==> config.mk <==
export PLATFORM = sky130hd
export DESIGN_NAME = diff_drive_wheel_mixer
export DESIGN_NICKNAME = d
export VERILOG_FILES = /design/src/hw/rtl/ddwm_pkg.sv /design/src/hw/rtl/diff_drive_wheel_mixer.sv /design/src/hw/rtl/ddwm_front.sv /design/src/hw/rtl/ddwm_cell.sv
export SDC_FILE = /design/constraint.sdc
export NUM_CORES = 2
export LEC_CHECK = 0
export ABC_AREA = 1
export BUFFER_PORTS_ARGS = -buffer_cell sky130_fd_sc_hd__buf_2
export CORE_ASPECT_RATIO = 1.2
export CORE_MARGIN = 2
export CORE_UTILIZATION = 35
export DETAILED_ROUTE_END_ITERATION = 10
export PLACE_DENSITY = 0.55
export RECOVER_POWER = 50
export SYNTH_ARGS = -nofsm -noshare
export SYNTH_HDL_FRONTEND = slang
export SYNTH_SLANG_ARGS = --single-unit
==> constraint.sdc <==
create_clock -name i_clk -period 13.78 [get_ports i_clk]
set_input_delay 2.756 -clock i_clk [delete_from_list [all_inputs] [get_ports i_clk]]
set_output_delay 2.756 -clock i_clk [all_outputs]
set_load 0.01 [all_outputs]
==> src/hw/rtl/ddwm_pkg.sv <==
`default_nettype none
// ----------------------------------------------------------------------------
// ddwm_pkg: shared types and constants of the wheel mixer
// Command and result items, the divider item carried along the cell chain,
// and the mode codes.
// ----------------------------------------------------------------------------
package ddwm_pkg;

    localparam int TRACK_W = 12;
    localparam int DEN_W   = 21;  // 32 * radius
    localparam int REM_W   = 30;  // |speed| * (32R + T)
    localparam int QUO_W   = 15;  // quotient magnitude stays below 2^15
    localparam int DSH_W   = DEN_W + QUO_W - 1;

    // one cell per quotient bit
    localparam int DDWM_CELLS = QUO_W;
    // front stage, cell chain, output register
    localparam int LATENCY    = DDWM_CELLS + 2;

    localparam logic [1:0] MODE_STRAIGHT = 2'd0;
    localparam logic [1:0] MODE_SPIN     = 2'd1;
    localparam logic [1:0] MODE_ARC      = 2'd2;

    localparam logic signed [7:0] DUTY_MAX = 8'sd100;
    localparam logic signed [7:0] DUTY_MIN = -8'sd100;

    typedef struct packed {
        logic [1:0]        mode;
        logic signed [7:0] speed;
        logic [15:0]       radius;
        logic              turn_left;
    } t_cmd;

    typedef struct packed {
        logic signed [7:0] left_front;
        logic signed [7:0] left_rear;
        logic signed [7:0] right_front;
        logic signed [7:0] right_rear;
    } t_wheels;

    typedef struct packed {
        logic [REM_W-1:0] rem;
        logic [QUO_W-1:0] quo;
        logic             neg;
    } t_lane;

    typedef struct packed {
        logic              arc;
        logic              turn_left;
        logic signed [7:0] lval;
        logic signed [7:0] rval;
        logic [DSH_W-1:0]  dsh;
        t_lane             inner;
        t_lane             outer;
    } t_stage;

endpackage
`default_nettype wire

==> src/hw/rtl/diff_drive_wheel_mixer.sv <==
`default_nettype none
// ----------------------------------------------------------------------------
// diff_drive_wheel_mixer: four-wheel differential drive mixer
// Turns motion commands into left and right wheel duties.
// ----------------------------------------------------------------------------
// Usage:
//   Raise start with a command on i_cmd; busy never rises, so a command is
//   taken in every cycle that start is high. Each item yields one result on
//   o_result, marked by o_valid for a single cycle. The command passes one
//   decode and multiply stage, a chain of 15 divider cells (one quotient
//   bit each, both sides in parallel) and an output register.
//   Throughput is one item per cycle.
//   The receiver cannot stall: results must be taken as they appear.
//   track_width is written over the APB port at byte address 0; the user
//   must write it only while no item is in flight; the block does not
//   enforce this. pready is always high. Reset clears the pipeline valid
//   bits and track_width to zero; items in flight at reset are dropped.
// ----------------------------------------------------------------------------
module diff_drive_wheel_mixer (
    input  logic               i_clk,
    input  logic               i_rst_n,
    input  logic               start,
    output logic               busy,
    input  ddwm_pkg::t_cmd     i_cmd,
    output logic               o_valid,
    output ddwm_pkg::t_wheels  o_result,
    input  logic               psel,
    input  logic               penable,
    input  logic               pwrite,
    input  logic [2:0]         paddr,
    input  logic [31:0]        pwdata,
    output logic [31:0]        prdata,
    output logic               pready
);
    import ddwm_pkg::*;

    logic [TRACK_W-1:0] r_track;
    logic               cfg_wr;
    logic               chain_valid [DDWM_CELLS+1];
    t_stage             chain_stage [DDWM_CELLS+1];
    t_stage             last;
    logic signed [7:0]  inner_v;
    logic signed [7:0]  outer_v;
    logic               r_valid;
    t_wheels            r_result;
    t_wheels            n_result;

    assign busy   = 1'b0;
    assign pready = 1'b1;
    assign cfg_wr = psel && penable && pwrite && (paddr == 3'd0);
    assign prdata = (paddr == 3'd0) ? {{(32 - TRACK_W){1'b0}}, r_track} : 32'd0;

    always_ff @(posedge i_clk) begin
        if (!i_rst_n) begin
            r_track <= '0;
        end else if (cfg_wr) begin
            r_track <= pwdata[TRACK_W-1:0];
        end
    end

    ddwm_front u_front (
        .i_clk   (i_clk),
        .i_rst_n (i_rst_n),
        .i_valid (start && !busy),
        .i_cmd   (i_cmd),
        .i_track (r_track),
        .o_valid (chain_valid[0]),
        .o_stage (chain_stage[0])
    );

    for (genvar g = 0; g < DDWM_CELLS; g++) begin : g_cell
        ddwm_cell u_cell (
            .i_clk   (i_clk),
            .i_rst_n (i_rst_n),
            .i_valid (chain_valid[g]),
            .i_stage (chain_stage[g]),
            .o_valid (chain_valid[g+1]),
            .o_stage (chain_stage[g+1])
        );
    end

    function automatic logic signed [7:0] to_duty(input t_lane lane);
        logic [6:0] mag;
        mag = (lane.quo > QUO_W'(100)) ? 7'd100 : lane.quo[6:0];
        return lane.neg ? -$signed({1'b0, mag}) : $signed({1'b0, mag});
    endfunction

    always_comb begin
        last    = chain_stage[DDWM_CELLS];
        inner_v = to_duty(last.inner);
        outer_v = to_duty(last.outer);
        if (last.arc) begin
            // left side is the inner side on a left arc
            n_result.left_front  = last.turn_left ? inner_v : outer_v;
            n_result.right_front = last.turn_left ? outer_v : inner_v;
        end else begin
            n_result.left_front  = last.lval;
            n_result.right_front = last.rval;
        end
        n_result.left_rear  = n_result.left_front;
        n_result.right_rear = n_result.right_front;
    end

    always_ff @(posedge i_clk) begin
        if (!i_rst_n) begin
            r_valid <= 1'b0;
        end else begin
            r_valid <= chain_valid[DDWM_CELLS];
        end
    end

    always_ff @(posedge i_clk) begin
        r_result <= n_result;
    end

    assign o_valid  = r_valid;
    assign o_result = r_result;

`ifndef SYNTHESIS
    a_latency: assert property (@(posedge i_clk) disable iff (!i_rst_n)
        o_valid |-> $past(start && !busy, LATENCY))
        else $error("result strobe without a command at the expected latency");

    a_pairs: assert property (@(posedge i_clk) disable iff (!i_rst_n)
        o_valid |-> (o_result.left_front == o_result.left_rear)
                 && (o_result.right_front == o_result.right_rear))
        else $error("wheel pair mismatch");

    a_range: assert property (@(posedge i_clk) disable iff (!i_rst_n)
        o_valid |-> (o_result.left_front <= DUTY_MAX) && (o_result.left_front >= DUTY_MIN)
                 && (o_result.right_front <= DUTY_MAX) && (o_result.right_front >= DUTY_MIN))
        else $error("duty out of range");

    a_cfg: assert property (@(posedge i_clk) disable iff (!i_rst_n)
        cfg_wr |=> (r_track == $past(pwdata[TRACK_W-1:0])))
        else $error("track width write lost");
`endif

endmodule
`default_nettype wire

==> src/hw/rtl/ddwm_front.sv <==
`default_nettype none
// ----------------------------------------------------------------------------
// ddwm_front: command decode and numerator stage
// Works out the straight and spin duties, and for an arc the sign-magnitude
// numerators and the shifted divisor that enter the cell chain.
// ----------------------------------------------------------------------------
module ddwm_front (
    input  logic                          i_clk,
    input  logic                          i_rst_n,
    input  logic                          i_valid,
    input  ddwm_pkg::t_cmd                i_cmd,
    input  logic [ddwm_pkg::TRACK_W-1:0]  i_track,
    output logic                          o_valid,
    output ddwm_pkg::t_stage              o_stage
);
    import ddwm_pkg::*;

    logic [15:0]       radius_1;
    logic [DEN_W-1:0]  den;
    logic [DEN_W:0]    f_out;
    logic [DEN_W-1:0]  f_in_mag;
    logic              f_in_neg;
    logic              v_neg;
    logic [7:0]        v_mag;
    logic [REM_W-1:0]  p_out;
    logic [REM_W-2:0]  p_in;
    logic signed [7:0] clamp_v;
    logic signed [7:0] spin_v;
    logic              r_valid;
    t_stage            r_stage;
    t_stage            n_stage;

    always_comb begin
        radius_1 = (i_cmd.radius == 16'd0) ? 16'd1 : i_cmd.radius;
        den      = {radius_1, 5'b0};
        f_out    = {1'b0, den} + {{(DEN_W + 1 - TRACK_W){1'b0}}, i_track};
        f_in_neg = (den < {{(DEN_W - TRACK_W){1'b0}}, i_track});
        if (f_in_neg) begin
            f_in_mag = {{(DEN_W - TRACK_W){1'b0}}, i_track} - den;
        end else begin
            f_in_mag = den - {{(DEN_W - TRACK_W){1'b0}}, i_track};
        end
        v_neg = i_cmd.speed[7];
        v_mag = v_neg ? 8'(-i_cmd.speed) : 8'(i_cmd.speed);
        p_out = {{(REM_W - 8){1'b0}}, v_mag} * {{(REM_W - DEN_W - 1){1'b0}}, f_out};
        p_in  = {{(REM_W - 9){1'b0}}, v_mag} * {{(REM_W - DEN_W - 1){1'b0}}, f_in_mag};

        if (i_cmd.speed > DUTY_MAX) begin
            clamp_v = DUTY_MAX;
        end else if (i_cmd.speed < DUTY_MIN) begin
            clamp_v = DUTY_MIN;
        end else begin
            clamp_v = i_cmd.speed;
        end
        // a reverse spin command becomes the slowest forward spin
        if (i_cmd.speed > DUTY_MAX) begin
            spin_v = DUTY_MAX;
        end else if (v_neg) begin
            spin_v = 8'sd1;
        end else begin
            spin_v = i_cmd.speed;
        end

        n_stage           = '0;
        n_stage.turn_left = i_cmd.turn_left;
        n_stage.dsh       = {den, {(QUO_W - 1){1'b0}}};
        n_stage.outer.rem = p_out;
        n_stage.outer.neg = v_neg;
        n_stage.inner.rem = {1'b0, p_in};
        n_stage.inner.neg = v_neg ^ f_in_neg;
        case (i_cmd.mode)
            MODE_STRAIGHT: begin
                n_stage.lval = clamp_v;
                n_stage.rval = clamp_v;
            end
            MODE_SPIN: begin
                n_stage.lval = i_cmd.turn_left ? -spin_v : spin_v;
                n_stage.rval = i_cmd.turn_left ? spin_v : -spin_v;
            end
            MODE_ARC: begin
                n_stage.arc = 1'b1;
            end
            default: begin
                n_stage.lval = 8'sd0;
                n_stage.rval = 8'sd0;
            end
        endcase
    end

    always_ff @(posedge i_clk) begin
        if (!i_rst_n) begin
            r_valid <= 1'b0;
        end else begin
            r_valid <= i_valid;
        end
    end

    always_ff @(posedge i_clk) begin
        r_stage <= n_stage;
    end

    assign o_valid = r_valid;
    assign o_stage = r_stage;

endmodule
`default_nettype wire

==> src/hw/rtl/ddwm_cell.sv <==
`default_nettype none
// ----------------------------------------------------------------------------
// ddwm_cell: one restoring divide step for both sides
// Settles one quotient bit of the inner and the outer lane, then halves the
// shifted divisor for the next cell.
// ----------------------------------------------------------------------------
module ddwm_cell (
    input  logic              i_clk,
    input  logic              i_rst_n,
    input  logic              i_valid,
    input  ddwm_pkg::t_stage  i_stage,
    output logic              o_valid,
    output ddwm_pkg::t_stage  o_stage
);
    import ddwm_pkg::*;

    logic   r_valid;
    t_stage r_stage;
    t_stage n_stage;

    function automatic t_lane step(input t_lane lane, input logic [DSH_W-1:0] dsh);
        logic [DSH_W-1:0] rem_x;
        logic             fit;
        t_lane            res;
        rem_x   = {{(DSH_W - REM_W){1'b0}}, lane.rem};
        fit     = (rem_x >= dsh);
        res     = lane;
        res.quo = {lane.quo[QUO_W-2:0], fit};
        if (fit) begin
            res.rem = REM_W'(rem_x - dsh);
        end
        return res;
    endfunction

    always_comb begin
        n_stage       = i_stage;
        n_stage.inner = step(i_stage.inner, i_stage.dsh);
        n_stage.outer = step(i_stage.outer, i_stage.dsh);
        n_stage.dsh   = i_stage.dsh >> 1;
    end

    always_ff @(posedge i_clk) begin
        if (!i_rst_n) begin
            r_valid <= 1'b0;
        end else begin
            r_valid <= i_valid;
        end
    end

    always_ff @(posedge i_clk) begin
        r_stage <= n_stage;
    end

    assign o_valid = r_valid;
    assign o_stage = r_stage;

endmodule
`default_nettype wire
Yosys cells after proc, flatten, opt, wreduce, memory -nomap -nowiden
Index checks and enable logic that the tools add are counted.
W data, S select, Z words.
- add/sub/neg operators: 35
- multiply operators: 2
- divide/modulo/power cells: 0
- $lt $le $gt $ge: 35
- equal/unequal tests: 2
- shifts and indexed selects: 0
- multiplexer cells: 48
- bitwise gates (word level): 1
- reduce and logical (&&, ||, !) cells: 6
- operators with widths (kind ; number):
    $mux W30 ; 27
    $sub A30 B30 Y30 ; 11
    $mux W8 ; 12
    $ge A30 B34 Y1 ; 2
    $ge A30 B33 Y1 ; 2
    $ge A30 B32 Y1 ; 2
    $ge A30 B31 Y1 ; 2
    $ge A30 B21 Y1 ; 2
    $ge A30 B22 Y1 ; 2
    $ge A30 B23 Y1 ; 2
    $ge A30 B24 Y1 ; 2
    $ge A30 B25 Y1 ; 2
    $ge A30 B26 Y1 ; 2
    $ge A30 B27 Y1 ; 2
    $ge A30 B28 Y1 ; 2
    $ge A30 B29 Y1 ; 2
    $ge A30 B30 Y1 ; 2
    $sub A30 B22 Y30 ; 2
    $sub A30 B23 Y30 ; 2
    $sub A30 B24 Y30 ; 2
    $sub A30 B25 Y30 ; 2
    $sub A30 B26 Y30 ; 2
    $sub A30 B27 Y30 ; 2
    $sub A30 B28 Y30 ; 2
    other kinds (29) ; 37
- flip-flop bits (word level): 1744
- latch bits: 0
- bits in writable memories: 0
- bits in read-only memories: 0
- input bits: 68
- output and inout bits: 67
- word-level logic and storage cells: 321
- memories: 0

Longest topological paths before layout
- word-level depth: 6
- depth in mapped cells: 38
- gate-level depth less buffers: 37

By module
Synthesis repeated with hierarchy kept, for this count alone.
- cell total of the unflattened synthesis: 22315
- area, all modules: 149683.6 um^2
- by module, submodules not included (module ; instances ; cells an instance ; area an instance (um^2) ; seq. area each (um^2)):
    ddwm_cell at g_cell[0].u_cell ... ; 9 ; 1316 ; 8821.0 ; 2902.8
    ddwm_cell at g_cell[13].u_cell ... ; 6 ; 1316 ; 8664.6 ; 2902.8
    ddwm_front ; 1 ; 2247 ; 16210.5 ; 1881.8
    diff_drive_wheel_mixer ; 1 ; 328 ; 2097.0 ; 580.6

Worst setup path before layout
OpenSTA, ideal clock, no wires.
- path type: in2reg
- from: input port i_cmd[9] in the netlist's numbering
- to: register u_front.r_stage, in the netlist u_front.o_stage[77]
- library setup time: 0.127 ns
- arrival: 8.660 ns
- required time: 13.653 ns
- setup slack: 4.994 ns
- cell stages on the path: 32
- path buffers: 2
- cell sequence: buf_4 > nor2_4 > inv_2 > nor2_2 > nand3_2 > inv_1 > a41o_1 > ha_1 > inv_1 > fa_1 > o21ai_0 > a21oi_1 > nand2_2 > nor2_4 > inv_4 > buf_8 > nand2_2 > nand2_2 > nor2_1 > fa_1 > fa_1 > fa_1 > inv_1 > fa_1 > inv_1 > ha_1 > a21oi_1 > a21boi_0 > nor2_1 > a21oi_1 > o21ai_0 > xor2_1
- RTL lines (item ; line ; source):
    start, declared ; diff_drive_wheel_mixer.sv:24 ; input ddwm_pkg::t_cmd i_cmd,
    end signal, assigned ; ddwm_front.sv:99 ; r_stage <= n_stage;
    end, declared ; ddwm_front.sv:30 ; t_stage r_stage;

==> flow_summary.rst <==
.. list-table::
   :header-rows: 1

   * - Metric
     - Value
   * - Pin slew with the least headroom to its limit
     - 1.15 ns
   * - Initial standard-cell utilization of the core
     - 35.3%
   * - Worst VDD drop
     - 0.140 mV
   * - Delay of the slowest cell on the worst path
     - 0.64 ns
   * - Portion of the clock cycle consumed by the worst path in the final layout
     - 70.3%
   * - Total Die Area
     - 0.234 mm²
   * - Area of the core
     - 0.228 mm²
   * - Relative max-transition margin
     - 23.0%
   * - Number of enable-type register cells in the synthesized netlist
     - 0
   * - Post-route worst setup slack
     - 4.09 ns
   * - Number of setup buffers added after CTS
     - 0
   * - Most frequent standard cell in the layout excluding fill and tap cells
     - sky130_fd_sc_hd__nand2_1
   * - Filler instances
     - 23.3k
   * - DR pass1 iterations
     - 6
   * - Clock Root Buffer
     - sky130_fd_sc_hd__clkbuf_16
   * - Hold crit path type
     - flop to flop
   * - Max Cap Violations
     - 0
   * - Area of the mapped netlist
     - 0.0804 mm²
   * - Power density cells
     - 245 mW/mm²
   * - Power, Total
     - 22.1 mW
   * - Worst Clk Skew
     - 0.0685 ns
   * - Inst Count DP
     - 12.7k
   * - Timing startpoint of the critical path
     - i_cmd[11]
   * - Max Root-Sink Buffers
     - 4
   * - Vias after detailed routing
     - 62.7k
   * - Worst Path Required
     - 14.50 ns
   * - Site row count
     - 192
   * - Sum of net half-perimeters after detailed placement
     - 199000 µm
   * - Crit path time final
     - 9.69 ns
   * - Die outline width
     - 442 µm
   * - Slew Viols, Final
     - 0
   * - Leak
     - 42.7 nW
   * - Area growth from synthesis to layout
     - 11.8%
   * - Count of placed standard cells in the final layout, fillers left out
     - 13.0k
   * - CTS tree
     - yes
   * - CP Data Arrival Time
     - 10.40 ns
   * - Slowest cell on the critical path
     - sky130_fd_sc_hd__a21boi_0
   * - Synthesized instance count
     - 9721
   * - Antenna Nets Post-Route
     - 0
   * - Number of hold buffers added after cts
     - 0
   * - Endpoint class of the critical path
     - flop
   * - Count of endpoints failing setup in the final report
     - 0
   * - #FFs+latches synth
     - 1713
   * - Chip Height
     - 529 µm
   * - Wire length of the first global-routing pass
     - 366000 µm
   * - Launching element type of the critical path
     - input pin
   * - Vias in the first global route
     - 63.4k
   * - Final estimated routing congestion in global placement
     - 0.938
   * - Sinks on Clock Net
     - 1713
   * - Worst slack, placed
     - 3.38 ns
   * - End of the worst register-to-register path
     - u_front.o_stage[85]$_DFF_P_
   * - Utilization of the core after routing
     - 39.4%
   * - Number of buffers created by CTS
     - 183
   * - Number of antenna violations at the first check in global routing
     - 10
   * - Clock edge transition at the registers on the reported setup and hold paths
     - 0.06 ns
   * - Top library cells by usage in the layout, fill and taps aside
     - sky130_fd_sc_hd__nand2_1 (2121), sky130_fd_sc_hd__dfxtp_1 (1713), sky130_fd_sc_hd__inv_1 (1197)
   * - WL/cell
     - 18.5 µm
   * - Critical path peak fanout
     - 15
   * - Total overflow reported by the global router
     - 0
   * - Number of nets in the finished design
     - 10.7k
   * - Remaining DRCs
     - 0
   * - Initial drt markers
     - 3211
   * - Maximum number of pins on one net before global-route repair
     - 34
   * - Most used flip-flop cell after synthesis
     - sky130_fd_sc_hd__dfxtp_1
   * - Total GRT Usage
     - 20.2%
   * - Worst setup path endpoint
     - u_front.o_stage[85]$_DFF_P_
   * - Async set-reset flop share out of synthesis
     - 0%
   * - Clock insertion delay at the later pin of the skew report
     - 0.86 ns
   * - Reg2reg path depth
     - 28
   * - Origin of the critical flop-to-flop path
     - r_track[11]$_SDFFE_PN0P_
   * - Proportion of layout cells with a drive suffix above 1
     - 6.13%
   * - Syn. warnings
     - 0
   * - Count of final hold-check violations
     - 0
   * - Critical setup path kind
     - input pin to flop
   * - Max Clock Freq
     - 103 MHz
   * - Result of the run
     - finished, final reports clean
   * - Final WL
     - 241000 µm
   * - Number of I/O pins
     - 135
   * - Dominant cell type by count on the critical path
     - sky130_fd_sc_hd__nand2_1
   * - Syn Area/Cell
     - 8.28 µm²
   * - Proportion of synthesized chip area in sequential cells
     - 42.6%
   * - Number of cells upsized or downsized after cts
     - 0
   * - Unrepaired setup endpoints after global routing
     - false
   * - Distinct cells, synth
     - 67
   * - Final total negative setup slack
     - 0 ns
   * - Buffers on Ports
     - 92
   * - H-Tree Depth
     - 4
   * - Via density per instance
     - 4.82
   * - Setup slack of the most critical reg-to-reg path
     - 6.69 ns
routing by layer:
metal  track usage, %  vias to the layer above  share of wire [%]
met1             22.0                    29500                 39
met5                0                        -                  0
met3             2.06                      473                3.3
li1                 -                    31500                  -
met2             38.2                     1238                 52
met4             10.8                        0                5.8
how the worst min path moves through the flow:
stage                                                     start                                     end  slack, ns  cells past startpoint
after global placement    g_cell[9].u_cell.o_stage[143]$_DFF_P_  g_cell[10].u_cell.o_stage[143]$_DFF_P_       0.31                      0
final                      g_cell[2].u_cell.o_stage[74]$_DFF_P_    g_cell[3].u_cell.o_stage[74]$_DFF_P_       0.30                      0
after floorplan                      u_front.o_stage[0]$_DFF_P_     g_cell[0].u_cell.o_stage[0]$_DFF_P_       0.31                      0
after global routing       g_cell[2].u_cell.o_stage[74]$_DFF_P_    g_cell[3].u_cell.o_stage[74]$_DFF_P_       0.30                      0
after detailed placement           u_front.o_stage[130]$_DFF_P_   g_cell[0].u_cell.o_stage[130]$_DFF_P_       0.31                      0
after CTS                 g_cell[11].u_cell.o_stage[49]$_DFF_P_   g_cell[12].u_cell.o_stage[50]$_DFF_P_       0.30                      0
cell type report:
cell class              count  area, µm²  share of cell area [%]
diodes                     21       52.6                  0.0584
clock buffers             232       5090                    5.65
clock inverters            92       1060                    1.18
inverters                1229       4620                    5.13
multi-input cells        6602      40500                    45.0
flip-flops and latches   1713      34300                    38.1
well taps                3007       3760                    4.18
repair buffers            110        596                   0.662
synth_stat cells, types with 4 or more instances:
library cell               instances  share of area, %
sky130_fd_sc_hd__nand2_1        2121               9.9
sky130_fd_sc_hd__dfxtp_1        1713                43
sky130_fd_sc_hd__inv_1          1197               5.6
sky130_fd_sc_hd__nor2_1          917               4.3
sky130_fd_sc_hd__a21oi_1         575               3.6
sky130_fd_sc_hd__ha_1            574               8.9
sky130_fd_sc_hd__nand3_1         473               2.9
sky130_fd_sc_hd__o21ai_0         430               2.7
sky130_fd_sc_hd__fa_1            264               6.6
sky130_fd_sc_hd__xor2_1          213               2.3
sky130_fd_sc_hd__xnor2_1         175               1.9
sky130_fd_sc_hd__nand4_1         151               1.2
sky130_fd_sc_hd__nor4_1           97              0.75
sky130_fd_sc_hd__nor3_1           78              0.49
sky130_fd_sc_hd__o21ai_1          62              0.39
sky130_fd_sc_hd__clkbuf_1         60              0.28
sky130_fd_sc_hd__buf_4            59              0.55
sky130_fd_sc_hd__nand3b_1         58              0.54
sky130_fd_sc_hd__buf_2            52              0.32
sky130_fd_sc_hd__a21o_1           47              0.44
sky130_fd_sc_hd__or2_2            38              0.30
sky130_fd_sc_hd__o21bai_1         37              0.35
sky130_fd_sc_hd__a31oi_1          34              0.26
sky130_fd_sc_hd__a21boi_0         32              0.30
sky130_fd_sc_hd__inv_2            30              0.14
sky130_fd_sc_hd__nand2_2          25              0.19
sky130_fd_sc_hd__o21ai_2          25              0.27
sky130_fd_sc_hd__nand3_2          19              0.24
sky130_fd_sc_hd__buf_6            17              0.24
sky130_fd_sc_hd__o21a_1           16              0.15
sky130_fd_sc_hd__o211ai_1         15              0.14
sky130_fd_sc_hd__a21oi_2          14              0.15
sky130_fd_sc_hd__nor2_2           14              0.11
sky130_fd_sc_hd__and2_1            6             0.047
sky130_fd_sc_hd__buf_1             6             0.028
sky130_fd_sc_hd__nand2_4           6             0.084
sky130_fd_sc_hd__o221ai_1          6             0.065
sky130_fd_sc_hd__and3_1            5             0.039
sky130_fd_sc_hd__nor3_2            5             0.062
sky130_fd_sc_hd__a211oi_1          4             0.037
sky130_fd_sc_hd__nor2_4            4             0.056
sky130_fd_sc_hd__nor3b_1           4             0.037
sky130_fd_sc_hd__o31ai_1           4             0.037
sky130_fd_sc_hd__or2_1             4             0.031
sequential cells by signal (all words and copies together), names as in the netlist:
signal,cells
u_front.o_valid,1
r_track,12
o_result,16
u_front.o_stage,93
g_cell.u_cell.o_valid,15
o_valid,1
g_cell.u_cell.o_stage,1575
critical path, delay by kind of cell:
family	cells	cell delay [ns]
adder cells (fa/ha/maj)	7	3.02
buffers and inverters	7	1.04
AO/OA/AOI/OAI	8	1.92
AND/OR/NAND/NOR	11	1.63
per-stage QoR:
step	area, µm²	hold slack (ns)
final	89900	0.296
after global routing	89900	0.297
after CTS	89900	0.295
after detailed placement	83700	0.312
after global placement	83700	0.309
after floorplan	80500	0.310
cells by family after synthesis:
logic type / count (synthesis) / share of synthesized area (%)
other: 2 / 0.00934
flip-flops: 1713 / 42.6
AO/OA/AOI/OAI: 1320 / 9.04
AND/OR/NAND/NOR: 4031 / 21.3
XOR/XNOR: 391 / 4.28
buffers and inverters: 1426 / 7.19
adder cells (fa/ha/maj): 838 / 15.5
report_power, final:
part           switching [mW]  internal [mW]  leakage [nW]
combinational            6.29           3.43          25.4
sequential              0.976           6.39          14.3
clock                    2.04           2.93          2.98
(Power assumes the default switching activity.)
